==> config.mk <==
export PLATFORM = sky130hd
export DESIGN_NAME = swn_csr
export DESIGN_NICKNAME = d
export VERILOG_FILES = /design/src/sv/assert_macros.svh /design/src/sv/swn_pkg.sv /design/src/sv/swn_csr.sv
export SDC_FILE = /design/constraint.sdc
export NUM_CORES = 1
export LEC_CHECK = 0
export ABC_AREA = 1
export BUFFER_PORTS_ARGS = -buffer_cell sky130_fd_sc_hd__buf_4
export CORE_UTILIZATION = 40
export CTS_CLUSTER_DIAMETER = 50
export DETAILED_ROUTE_END_ITERATION = 16
export HOLD_SLACK_MARGIN = 0.15
export SYNTH_ARGS = -nofsm -noshare
export SYNTH_HDL_FRONTEND = slang
export SYNTH_SLANG_ARGS = --single-unit
==> constraint.sdc <==
create_clock -name clock -period 9.5 [get_ports clock]
set_input_delay 0.95 -clock clock [delete_from_list [all_inputs] [get_ports clock]]
set_output_delay 0.95 -clock clock [all_outputs]
set_load 0.03 [all_outputs]
==> src/sv/assert_macros.svh <==
// ----------------------------------------------------------------------------
// assert_macros.svh
// concurrent assertion shorthands, sampled on clock and off during reset
// ----------------------------------------------------------------------------
`ifndef ASSERT_MACROS_SVH
`define ASSERT_MACROS_SVH

// property that must hold at every clock edge out of reset
`define SWN_ASSERT(label, prop, msg) \
   label: assert property (@(posedge clock) disable iff (reset) prop) else $error(msg);

// consequent must hold in the cycle after the antecedent
`define SWN_ASSERT_NEXT(label, ante, cons, msg) \
   label: assert property (@(posedge clock) disable iff (reset) (ante) |=> (cons)) \
      else $error(msg);

`endif

==> src/sv/swn_pkg.sv <==
// ----------------------------------------------------------------------------
// swn_pkg
// shared widths, register codes and beat types of the skin weight normalizer
// ----------------------------------------------------------------------------
package swn_pkg;

   localparam int FIELD_SLOTS = 4;
   localparam int BONE_W      = 8;
   localparam int DIST_W      = 32;
   localparam int WEIGHT_W    = 16;
   localparam int QUO_W       = 16;
   localparam int RAW_W       = 16;
   localparam int SUM_W       = 18;
   localparam int MAXD_W      = 16;
   localparam int USE_W       = 3;
   localparam int CNT_W       = 3;
   localparam int DATA_W      = 32;
   localparam int ADDR_W      = 3;

   localparam logic [WEIGHT_W-1:0] ONE_Q15    = 16'd32768;
   localparam logic [RAW_W-1:0]    FLOOR_Q15  = 16'd33;
   localparam logic [MAXD_W-1:0]   MAXD_RESET = 16'd256;
   localparam logic [USE_W-1:0]    USE_RESET  = 3'd4;
   localparam logic [DIST_W-1:0]   RSQ_RESET  = DIST_W'(MAXD_RESET) * DIST_W'(MAXD_RESET);

   typedef enum logic {
      REG_MAX_DISTANCE = 1'b0,
      REG_SLOTS_IN_USE = 1'b1
   } reg_index_type;

   typedef struct packed {
      logic [DIST_W-1:0] rsq;
      logic [USE_W-1:0]  slots;
   } cfg_type;

   typedef struct packed {
      logic [FIELD_SLOTS-1:0]             valid;
      logic [FIELD_SLOTS-1:0][BONE_W-1:0] bone;
   } side1_type;

   typedef struct packed {
      logic [FIELD_SLOTS-1:0]             valid;
      logic [FIELD_SLOTS-1:0][BONE_W-1:0] bone;
      logic [FIELD_SLOTS-1:0][RAW_W-1:0]  raw;
      logic [CNT_W-1:0]                   count;
   } side2_type;

   typedef struct packed {
      logic [FIELD_SLOTS-1:0][BONE_W-1:0]   bone;
      logic [FIELD_SLOTS-1:0][WEIGHT_W-1:0] weight;
   } result_type;

endpackage

==> src/sv/swn_csr.sv <==
// ----------------------------------------------------------------------------
// swn_csr
// configuration registers behind the apb port, radius squared kept alongside
// ----------------------------------------------------------------------------
module swn_csr (
   input  logic                        clock,
   input  logic                        reset,
   input  logic                        psel,
   input  logic                        penable,
   input  logic                        pwrite,
   input  logic [swn_pkg::ADDR_W-1:0]  paddr,
   input  logic [swn_pkg::DATA_W-1:0]  pwdata,
   output logic [swn_pkg::DATA_W-1:0]  prdata,
   output logic                        pready,
   output swn_pkg::cfg_type            cfg
);
   import swn_pkg::*;

   logic [MAXD_W-1:0] maxd_ff;
   logic [USE_W-1:0]  slots_ff;
   logic [DIST_W-1:0] rsq_ff;
   logic [DIST_W-1:0] rsq_in;
   logic              wr;
   reg_index_type     idx;

   assign idx    = reg_index_type'(paddr[2]);
   assign wr     = psel & penable & pwrite;
   assign pready = 1'b1;
   // square at the write so the radius and its square change on the same edge
   assign rsq_in = DIST_W'(pwdata[MAXD_W-1:0]) * DIST_W'(pwdata[MAXD_W-1:0]);

   always_ff @(posedge clock) begin
      if (reset) begin
         maxd_ff  <= MAXD_RESET;
         slots_ff <= USE_RESET;
         rsq_ff   <= RSQ_RESET;
      end else if (wr) begin
         unique case (idx)
            REG_MAX_DISTANCE: begin
               maxd_ff <= pwdata[MAXD_W-1:0];
               rsq_ff  <= rsq_in;
            end
            REG_SLOTS_IN_USE: begin
               slots_ff <= pwdata[USE_W-1:0];
            end
         endcase
      end
   end

   always_comb begin
      unique case (idx)
         REG_MAX_DISTANCE: prdata = DATA_W'(maxd_ff);
         REG_SLOTS_IN_USE: prdata = DATA_W'(slots_ff);
      endcase
   end

   assign cfg.rsq   = rsq_ff;
   assign cfg.slots = slots_ff;

endmodule

==> summary.txt <==
total gr overflow: 0
first-pass GRT wire length: 40700 um
core region area: 0.0246 mm^2
Die Area: 0.0260 mm^2
WL final: 23400 um
Root Driver: clkbuf_16
worst hold path class: flop to flop
Layout fillers: 2525
Final HPWL DP: 19100 um
Slew Viols, Final: 0
hold buffer count at cts: 0
TritonCTS Buffers: 5
Synth Cell Area: 0.0102 mm^2
R2R Setup Slk: 8.79 ns
CTS tree: yes
starting density of the core: 41.3%
gpl congestion: 0.837
commonest non-fill, non-tap cell in the layout: inv_1
vias per cell: 4.52
Cells after Synth: 1414
RR Endpoint: rsq_ff[14]
TritonRoute pass-1 iters: 5
per-cell routed wire length: 13.2 um
final hold viol count: 0
pin count of the biggest net entering global routing: 72
Setup crit start kind: primary input
FF+latch count, synth: 49
endpoints failing setup: 0
final core occ: 44.7%
Yosys top cell by area: fa_1
CP Max Fanout: 18
remaining antenna violation count after routing: 0
Synth top area share: 31.9%
synthesized area per cell: 7.19 um^2
most frequent cells in the layout: 414 x inv_1, 321 x nand2_1, 162 x fa_1
number of global-route vias before repair: 8413
minimum clock period: 5.93 ns
Tcrit/Tclk final: 62.4%
Post-CTS Setup Repair Bufs: 0
initial antenna violation count: 1
DP Area: 0.0109 mm^2
DR iter-0 viols: 251
RSZ-0062 raised after global routing: false
# DRC: 0
Final Skew: 0 ns
max_slew headroom: 34.4%
hold wc startpoint: maxd_ff[15]
Netlist cell types: 29
clock net sink count: 49
via count: 8013
Post-Layout Cell Count: 1772
max-capacitance violation count: 0
Tot GR Track Use: 19.7%
clk buf depth: 2
Port Buffer Count: 71
layout cell share with drive strength beyond 1: 8.36%
YS warnings: 0
reg2reg start: rsq_ff[14]
WHS Path Cells: 2
register area share after synthesis: 9.66%
crit path kind: primary input to flop
outcome: finished, final reports clean
final instance area: 0.0110 mm^2
worst slew pin tran: 0.983 ns
clk_lat worst skew: 0.31 ns
Arrival @ worst endpoint: 6.13 ns
Hold Path Sink: maxd_ff[15]
Critical Path RT: 9.70 ns
Layout Nets: 1750
Register-to-Register Path Depth: 4
placed cells: 1763
io pins: 108
H-Tree Depth: 2
setup tns final: 0 ns
area growth from synthesis to layout: 8.35%
synth top area cells: fa_1 32%, inv_1 15%, ha_1 13%
clock slew at reported path FFs: 0.09 ns
Die X-Extent: 161 um
Die Y: 161 um
cell row count: 57
cts repair resizes: 0
CP Capture Type: flop
FMAX: 169 MHz
## flip-flops by register name, indices dropped and copies added, names as in the netlist
name      count
maxd_ff      16
rsq_ff       30
slots_ff      3
## cell families after synthesis
logic type	after synthesis	share of synthesized area [%]
adders and majority gates	264	44.5
other	2	0.0739
xor gates and xnor gates	23	1.98
DFF	49	9.66
AOI/OAI and AO/OA	85	4.51
buffers and inverters	480	18.5
and+or+nand+nor	511	20.8
## stage by stage
stage	hold slack [ns]	worst slack, ns
2_1_floorplan	0.430	3.58
3_5_place_dp	0.454	3.25
4_1_cts	0.466	3.57
5_1_grt	0.496	3.25
6_report	0.470	3.57
3_3_place_gp	0.447	3.24
## metal layers
metal	wire [um]	GRT usage (%)	up-vias
met3	842	2.23	23
met1	10100	24.1	3788
met5	0	0	-
met4	420	4.76	0
met2	12000	36.5	133
li1	-	-	4069
## cell usage after synthesis
cell	instances
xor2_1	17
nand3_1	42
buf_4	19
clkbuf_1	33
inv_1	414
clkinv_1	1
nand4_1	4
inv_2	2
nor2_4	3
nand2_2	16
or2_2	3
a21oi_1	39
nor3_1	1
dfxtp_1	49
a21oi_2	3
nand2_1	321
nor2_2	6
buf_2	7
a31o_2	1
nand3_2	7
xnor2_1	6
buf_1	4
o21ai_0	35
nor2_1	108
conb_1	2
o21bai_1	3
a21o_1	4
ha_1	102
fa_1	162
## layout make-up
type,instances,area [um^2],area share [%]
diodes,1,2.50,0.0227
multi-input cells,901,7360,66.9
clock buffers,5,125,1.14
inverters,417,1570,14.2
well taps,324,405,3.68
flip-flops and latches,49,981,8.91
repair buffers,72,541,4.91
clock inverters,3,26.3,0.239
## how the worst max path moves through the flow
| stage | startpoint | endpoint | slack [ns] | cells after the start |
|---|---|---|---|---|
| 2_1_floorplan | pwdata[13] | rsq_ff[29] | 3.58 | 25 |
| 6_report | pwdata[8] | rsq_ff[30] | 3.57 | 25 |
| 5_1_grt | pwdata[8] | rsq_ff[30] | 3.25 | 25 |
| 4_1_cts | pwdata[8] | rsq_ff[30] | 3.57 | 25 |
| 3_3_place_gp | pwdata[8] | rsq_ff[21] | 3.24 | 24 |
| 3_5_place_dp | pwdata[8] | rsq_ff[21] | 3.25 | 24 |
## worst max-delay path, cell delays in order
cell and delay, ns:
buf_4 0.20, nand2_1 0.14, inv_1 0.07, fa_1 0.53, inv_1 0.05, fa_1 0.53
inv_1 0.05, fa_1 0.49, inv_1 0.06, fa_1 0.54, inv_1 0.05, fa_1 0.49
inv_1 0.06, fa_1 0.47, inv_1 0.04, ha_1 0.37, nand2_2 0.11, nor2_2 0.19
nand3_1 0.12, nand3_2 0.13, nand2_2 0.08, nand3_1 0.08, nand2_1 0.05, nor2_1 0.18
nor2_1 0.06
Power is left out: the tool's default activity adds up to more than one toggle a clock period on the data nets, which glitch-free logic cannot reach.
