==> src/sv/assert_macros.svh <==
// ----------------------------------------------------------------------------
// assert_macros.svh
// concurrent assertion shorthands, sampled on clock and off during reset
// ----------------------------------------------------------------------------
`ifndef ASSERT_MACROS_SVH
`define ASSERT_MACROS_SVH

// property that must hold at every clock edge out of reset
`define SWN_ASSERT(label, prop, msg) \
   label: assert property (@(posedge clock) disable iff (reset) prop) else $error(msg);

// consequent must hold in the cycle after the antecedent
`define SWN_ASSERT_NEXT(label, ante, cons, msg) \
   label: assert property (@(posedge clock) disable iff (reset) (ante) |=> (cons)) \
      else $error(msg);

`endif

==> src/sv/swn_pkg.sv <==
// ----------------------------------------------------------------------------
// swn_pkg
// shared widths, register codes and beat types of the skin weight normalizer
// ----------------------------------------------------------------------------
package swn_pkg;

   localparam int FIELD_SLOTS = 4;
   localparam int BONE_W      = 8;
   localparam int DIST_W      = 32;
   localparam int WEIGHT_W    = 16;
   localparam int QUO_W       = 16;
   localparam int RAW_W       = 16;
   localparam int SUM_W       = 18;
   localparam int MAXD_W      = 16;
   localparam int USE_W       = 3;
   localparam int CNT_W       = 3;
   localparam int DATA_W      = 32;
   localparam int ADDR_W      = 3;

   localparam logic [WEIGHT_W-1:0] ONE_Q15    = 16'd32768;
   localparam logic [RAW_W-1:0]    FLOOR_Q15  = 16'd33;
   localparam logic [MAXD_W-1:0]   MAXD_RESET = 16'd256;
   localparam logic [USE_W-1:0]    USE_RESET  = 3'd4;
   localparam logic [DIST_W-1:0]   RSQ_RESET  = DIST_W'(MAXD_RESET) * DIST_W'(MAXD_RESET);

   typedef enum logic {
      REG_MAX_DISTANCE = 1'b0,
      REG_SLOTS_IN_USE = 1'b1
   } reg_index_type;

   typedef struct packed {
      logic [DIST_W-1:0] rsq;
      logic [USE_W-1:0]  slots;
   } cfg_type;

   typedef struct packed {
      logic [FIELD_SLOTS-1:0]             valid;
      logic [FIELD_SLOTS-1:0][BONE_W-1:0] bone;
   } side1_type;

   typedef struct packed {
      logic [FIELD_SLOTS-1:0]             valid;
      logic [FIELD_SLOTS-1:0][BONE_W-1:0] bone;
      logic [FIELD_SLOTS-1:0][RAW_W-1:0]  raw;
      logic [CNT_W-1:0]                   count;
   } side2_type;

   typedef struct packed {
      logic [FIELD_SLOTS-1:0][BONE_W-1:0]   bone;
      logic [FIELD_SLOTS-1:0][WEIGHT_W-1:0] weight;
   } result_type;

endpackage

==> src/sv/swn_out_buf.sv <==
// ----------------------------------------------------------------------------
// swn_out_buf
// output register plus skid entry; the pipeline advances while the skid is free
// ----------------------------------------------------------------------------
module swn_out_buf (
   input  logic                 clock,
   input  logic                 reset,
   input  logic                 fin_valid,
   input  swn_pkg::result_type  fin_data,
   output logic                 advance,
   output logic                 rsp_valid,
   input  logic                 rsp_ready,
   output swn_pkg::result_type  rsp_data
);
   import swn_pkg::*;

   logic       out_valid_ff;
   logic       out_valid_in;
   logic       skid_valid_ff;
   logic       skid_valid_in;
   result_type out_ff;
   result_type out_in;
   result_type skid_ff;
   result_type skid_in;
   logic       take;
   logic       arrive;

   assign advance = ~skid_valid_ff;
   assign take    = out_valid_ff & rsp_ready;
   assign arrive  = fin_valid & ~skid_valid_ff;

   always_comb begin
      out_valid_in  = out_valid_ff;
      skid_valid_in = skid_valid_ff;
      out_in        = out_ff;
      skid_in       = skid_ff;
      if (skid_valid_ff) begin
         if (take) begin
            out_in        = skid_ff;
            skid_valid_in = 1'b0;
         end
      end else if (arrive) begin
         if (!out_valid_ff || take) begin
            out_in       = fin_data;
            out_valid_in = 1'b1;
         end else begin
            skid_in       = fin_data;
            skid_valid_in = 1'b1;
         end
      end else if (take) begin
         out_valid_in = 1'b0;
      end
   end

   always_ff @(posedge clock) begin
      if (reset) begin
         out_valid_ff  <= 1'b0;
         skid_valid_ff <= 1'b0;
      end else begin
         out_valid_ff  <= out_valid_in;
         skid_valid_ff <= skid_valid_in;
      end
   end

   always_ff @(posedge clock) begin
      out_ff  <= out_in;
      skid_ff <= skid_in;
   end

   assign rsp_valid = out_valid_ff;
   assign rsp_data  = out_ff;

endmodule

==> config.mk <==
export PLATFORM = sky130hd
export DESIGN_NAME = swn_out_buf
export DESIGN_NICKNAME = d
export VERILOG_FILES = /design/src/sv/assert_macros.svh /design/src/sv/swn_pkg.sv /design/src/sv/swn_out_buf.sv
export SDC_FILE = /design/constraint.sdc
export NUM_CORES = 1
export LEC_CHECK = 0
export BUFFER_PORTS_ARGS = -buffer_cell sky130_fd_sc_hd__buf_2
export CAP_MARGIN = 40
export CORE_MARGIN = 4
export CORE_UTILIZATION = 27
export CTS_CLUSTER_SIZE = 14
export DETAILED_ROUTE_END_ITERATION = 6
export PLACE_DENSITY = 0.5
export SLEW_MARGIN = 40
export SYNTH_ARGS = -nofsm -noshare
export SYNTH_HDL_FRONTEND = slang
export SYNTH_SLANG_ARGS = --single-unit
==> constraint.sdc <==
create_clock -name clock -period 20.4 [get_ports clock]
set_input_delay 4.08 -clock clock [delete_from_list [all_inputs] [get_ports clock]]
set_output_delay 4.08 -clock clock [all_outputs]
set_load 0.02 [all_outputs]
==> results by group <==
Finish
  • Net count reported at finish: 621
  • Share of post-route cells with drive strength above 1: 61.4%
  • Ant diodes: 0
  • Fin cells: 864
  • Area overhead of the layout relative to synthesis: 26.4%
  • Utilization after layout: 35.1%

Setup path
  • Worst setup slack for register-to-register paths: 17.94 ns
  • Depth of the most critical reg-to-reg path: 3
  • Startpoint of the worst register-to-register path: skid_valid_ff
  • Worst Path Buf+Inv: 3
  • Top fanout value on the critical path: 50
  • Category of the most critical setup path: primary input to register
  • Critical Path Sink Type: register
  • Family with the most delay on the worst path: buffers and inverters
  • R2R Path End: skid_ff[90]
  • Critical Path Start Type: primary input
  • Data arrival time of the critical path: 5.70 ns
  • Largest stage delay on the critical path: 0.68 ns
  • List of cells traversed by the critical path: buf_2, inv_1, and4_4, buf_4
  • Standard cell with the maximum stage delay on the critical path: sky130_fd_sc_hd__and4_4
  • Critical path data required time: 20.46 ns

Hold path
  • Type of the worst min-delay path: register to register
  • Endpoint of the worst hold-timing path: rsp_data[61]
  • Worst hold path depth: 1
  • Startpoint of the most critical hold path: skid_ff[61]

GRT
  • Combined global-route utilization of all metal layers: 10.1%
  • Global-route wire length before repair: 22,400 um
  • Total congestion overflow after global routing: 0
  • Vias in the first global route: 4,001
  • Pin count of the biggest net entering global routing: 56
  • Number of antenna violations at the first check in global routing: 0

Logic synthesis
  • Share of Yosys cell area claimed by the top area cell type: 81.5%
  • Count of flip-flops with a built-in enable after synthesis: 192
  • Number of synthesis warnings: 0
  • Post-Synthesis Mean Instance Area: 22.7 um2
  • Fraction of synthesis flops using an asynchronous set or reset pin: 0%
  • Cell type contributing the most total cell area after synthesis: sky130_fd_sc_hd__edfxtp_1
  • Netlist Area Pre-Place: 7070 um2
  • Main area contributors after synthesis: sky130_fd_sc_hd__edfxtp_1 82%, sky130_fd_sc_hd__mux2_2 15%, sky130_fd_sc_hd__buf_6 1.6%
  • Post-synth net total: 412
  • Sequential area share after synthesis: 82.1%
  • Most used DFF post-synth: sky130_fd_sc_hd__edfxtp_1
  • Flops & latches, synth: 194
  • Most used standard cell by instance count after synthesis: sky130_fd_sc_hd__edfxtp_1
  • Post-synth top cells: 192 x sky130_fd_sc_hd__edfxtp_1, 96 x sky130_fd_sc_hd__mux2_2, 10 x sky130_fd_sc_hd__buf_6
  • Number of instances in the synthesized netlist: 312
  • Number of distinct library cells after synthesis: 13

Route
  • Count of vias placed by the detailed router: 3,613
  • Pre-antenna DRT Iters: 4
  • Vias per inst: 4.18
  • Wire length reported by the detailed router: 14,700 um
  • Total DRC errors in the routed layout: 0
  • DR WL/cell: 17.0 um
  • Starting DRC count in detailed routing: 129
  • Remaining number of nets flagged by the antenna check after routing: 0

Clocking
  • Source-to-sink clock delay at the later pin of the worst-skew pair: 0.42 ns
  • PostCTS Resize Cnt: 0
  • TritonCTS clock tree: built
  • Buffer type at the clock tree root: sky130_fd_sc_hd__clkbuf_16
  • Clk buf depth: 2
  • Total CTS buffers: 17
  • Count of hold buffers inserted by post-cts repair: 0
  • Reg clk slew, reported paths: 0.07 ns
  • Post-CTS repair timing setup buffer count: 0
  • Clk sink count: 194
  • Max H-tree Level: 4

Place
  • Placed Cells incl. Taps: 832
  • Total half-perimeter wirelength after legalization and detailed placement: 9810 um
  • DP Worst Slack: 14.25 ns
  • Gp weighted congestion: 0.714
  • Port Buf Inserts: 197

Floorplan
  • Die boundary width: 170 um
  • Top-Level Pins: 198
  • Core ar.: 25,500 um2
  • Number of core rows: 58
  • Overall die area: 28,900 um2
  • Die Ht: 170 um
  • Starting density of the core: 27.8%

STA
  • Period utilisation layout: 27.7%
  • Worst slew margin relative to its limit: 48.2%
  • Shortest period the worst path allows: 5.64 ns
  • Final worst-path setup slack: 14.76 ns
  • Highest Clock Rate: 177 MHz
  • Unrepaired setup endpoints after global routing: false
  • Worst clock skew: 0.00903 ns
  • Final Hold Vio Count: 0
  • Slew of the pin with the lowest slew margin: 0.776 ns
  • Finish-stage setup viols: 0
  • Setup tns final: 0 ns
  • Number of pins exceeding their max-slew limit in the final report: 0

Pwr
  • Static leakage: 3.24 nW
  • Maximum vdd drop: 36.3 uV
  • Pwr Density: 97.2 nW/um2

Run
  • Max Cap Violations: 0

Outcome
  • Outcome: completed
## registers in the layout, summed over array words and instances, names as in the netlist
signal,cells
skid_valid_ff,1
skid_ff,96
rsp_data,96
rsp_valid,1
## placed cells by master, fill, tap and decap left out
cell type and count:
sky130_fd_sc_hd__inv_8 2, sky130_fd_sc_hd__clkinv_4 3, sky130_fd_sc_hd__and4_4 1, sky130_fd_sc_hd__a211oi_1 1, sky130_fd_sc_hd__clkbuf_16 17, sky130_fd_sc_hd__a21oi_4 1, sky130_fd_sc_hd__clkinv_1 2, sky130_fd_sc_hd__buf_4 4
sky130_fd_sc_hd__dfxtp_1 1, sky130_fd_sc_hd__dfxtp_4 1, sky130_fd_sc_hd__nor2b_1 1, sky130_fd_sc_hd__inv_1 3, sky130_fd_sc_hd__o32ai_1 1, sky130_fd_sc_hd__a21oi_1 1, sky130_fd_sc_hd__buf_2 197, sky130_fd_sc_hd__clkinv_2 1
sky130_fd_sc_hd__mux2i_1 1, sky130_fd_sc_hd__inv_6 3, sky130_fd_sc_hd__edfxtp_1 192, sky130_fd_sc_hd__clkinvlp_4 2, sky130_fd_sc_hd__clkbuf_1 2, sky130_fd_sc_hd__mux2_2 96, sky130_fd_sc_hd__nand2b_1 1
## cell families (layout without fill, tap and decap cells)
group / after synthesis / count (layout) / share of synthesized area (%)
AOI/OAI and AO/OA: 4 / 4 / 0.372
buffers and inverters: 14 / 236 / 1.82
DFF: 194 / 194 / 82.1
muxes: 97 / 97 / 15.4
and+or+nand+nor: 3 / 3 / 0.301
## where the power goes
group / switching (W) / internal (W)
Sequential: 0.00000892 / 0.000467
Combinational: 0.0000516 / 0.0000334
Clock: 0.000149 / 0.000159
Total: 0.000210 / 0.000659
## worst register-to-register path: cells and delay by family, from the launching register on
| kind | cells | cell delay [ns] |
|---|---|---|
| buffers and inverters | 2 | 0.84 |
| flip-flops | 1 | 0.55 |
| AND/OR/NAND/NOR | 1 | 0.67 |
## stage by stage
step	instance area, um2	hold WS, ns	power, W
after floorplan	7070	0.523	0.000538
after global placement	8400	0.527	0.000570
after detailed placement	8400	0.530	0.000572
after CTS	8940	0.548	0.000886
after global routing	8940	0.562	0.000910
final	8940	0.540	0.000869
## routing by layer
layer | GRT usage, % | wire length, um | up-vias
met5 | 0 | 0 | -
met4 | 2.52 | 133 | 0
met3 | 4.27 | 1210 | 9
met2 | 16.2 | 6990 | 126
met1 | 12.7 | 6370 | 1806
li1 | - | - | 1672
## worst max path at each step
stage                        endpoint           from  cells after the start  slack (ns)
final                     skid_ff[90]      rsp_ready                      4       14.76
after global routing      skid_ff[90]      rsp_ready                      4       14.61
after CTS                     advance  skid_valid_ff                      2       14.70
after detailed placement   skid_ff[1]      rsp_ready                      4       14.25
after global placement    skid_ff[90]      rsp_ready                      4       14.26
after floorplan           rsp_data[0]      fin_valid                      2       11.02
## cell type report
cell class                 count  area [um2]
clock inverter                13         103
sequential                   194        5810
tap                          330         413
fill                        2430       16500
clock buffer                  19         433
multi-input combinational    104        1150
timing repair buffer         201        1020
inverter                       3        11.3
(Power assumes the default switching activity.)
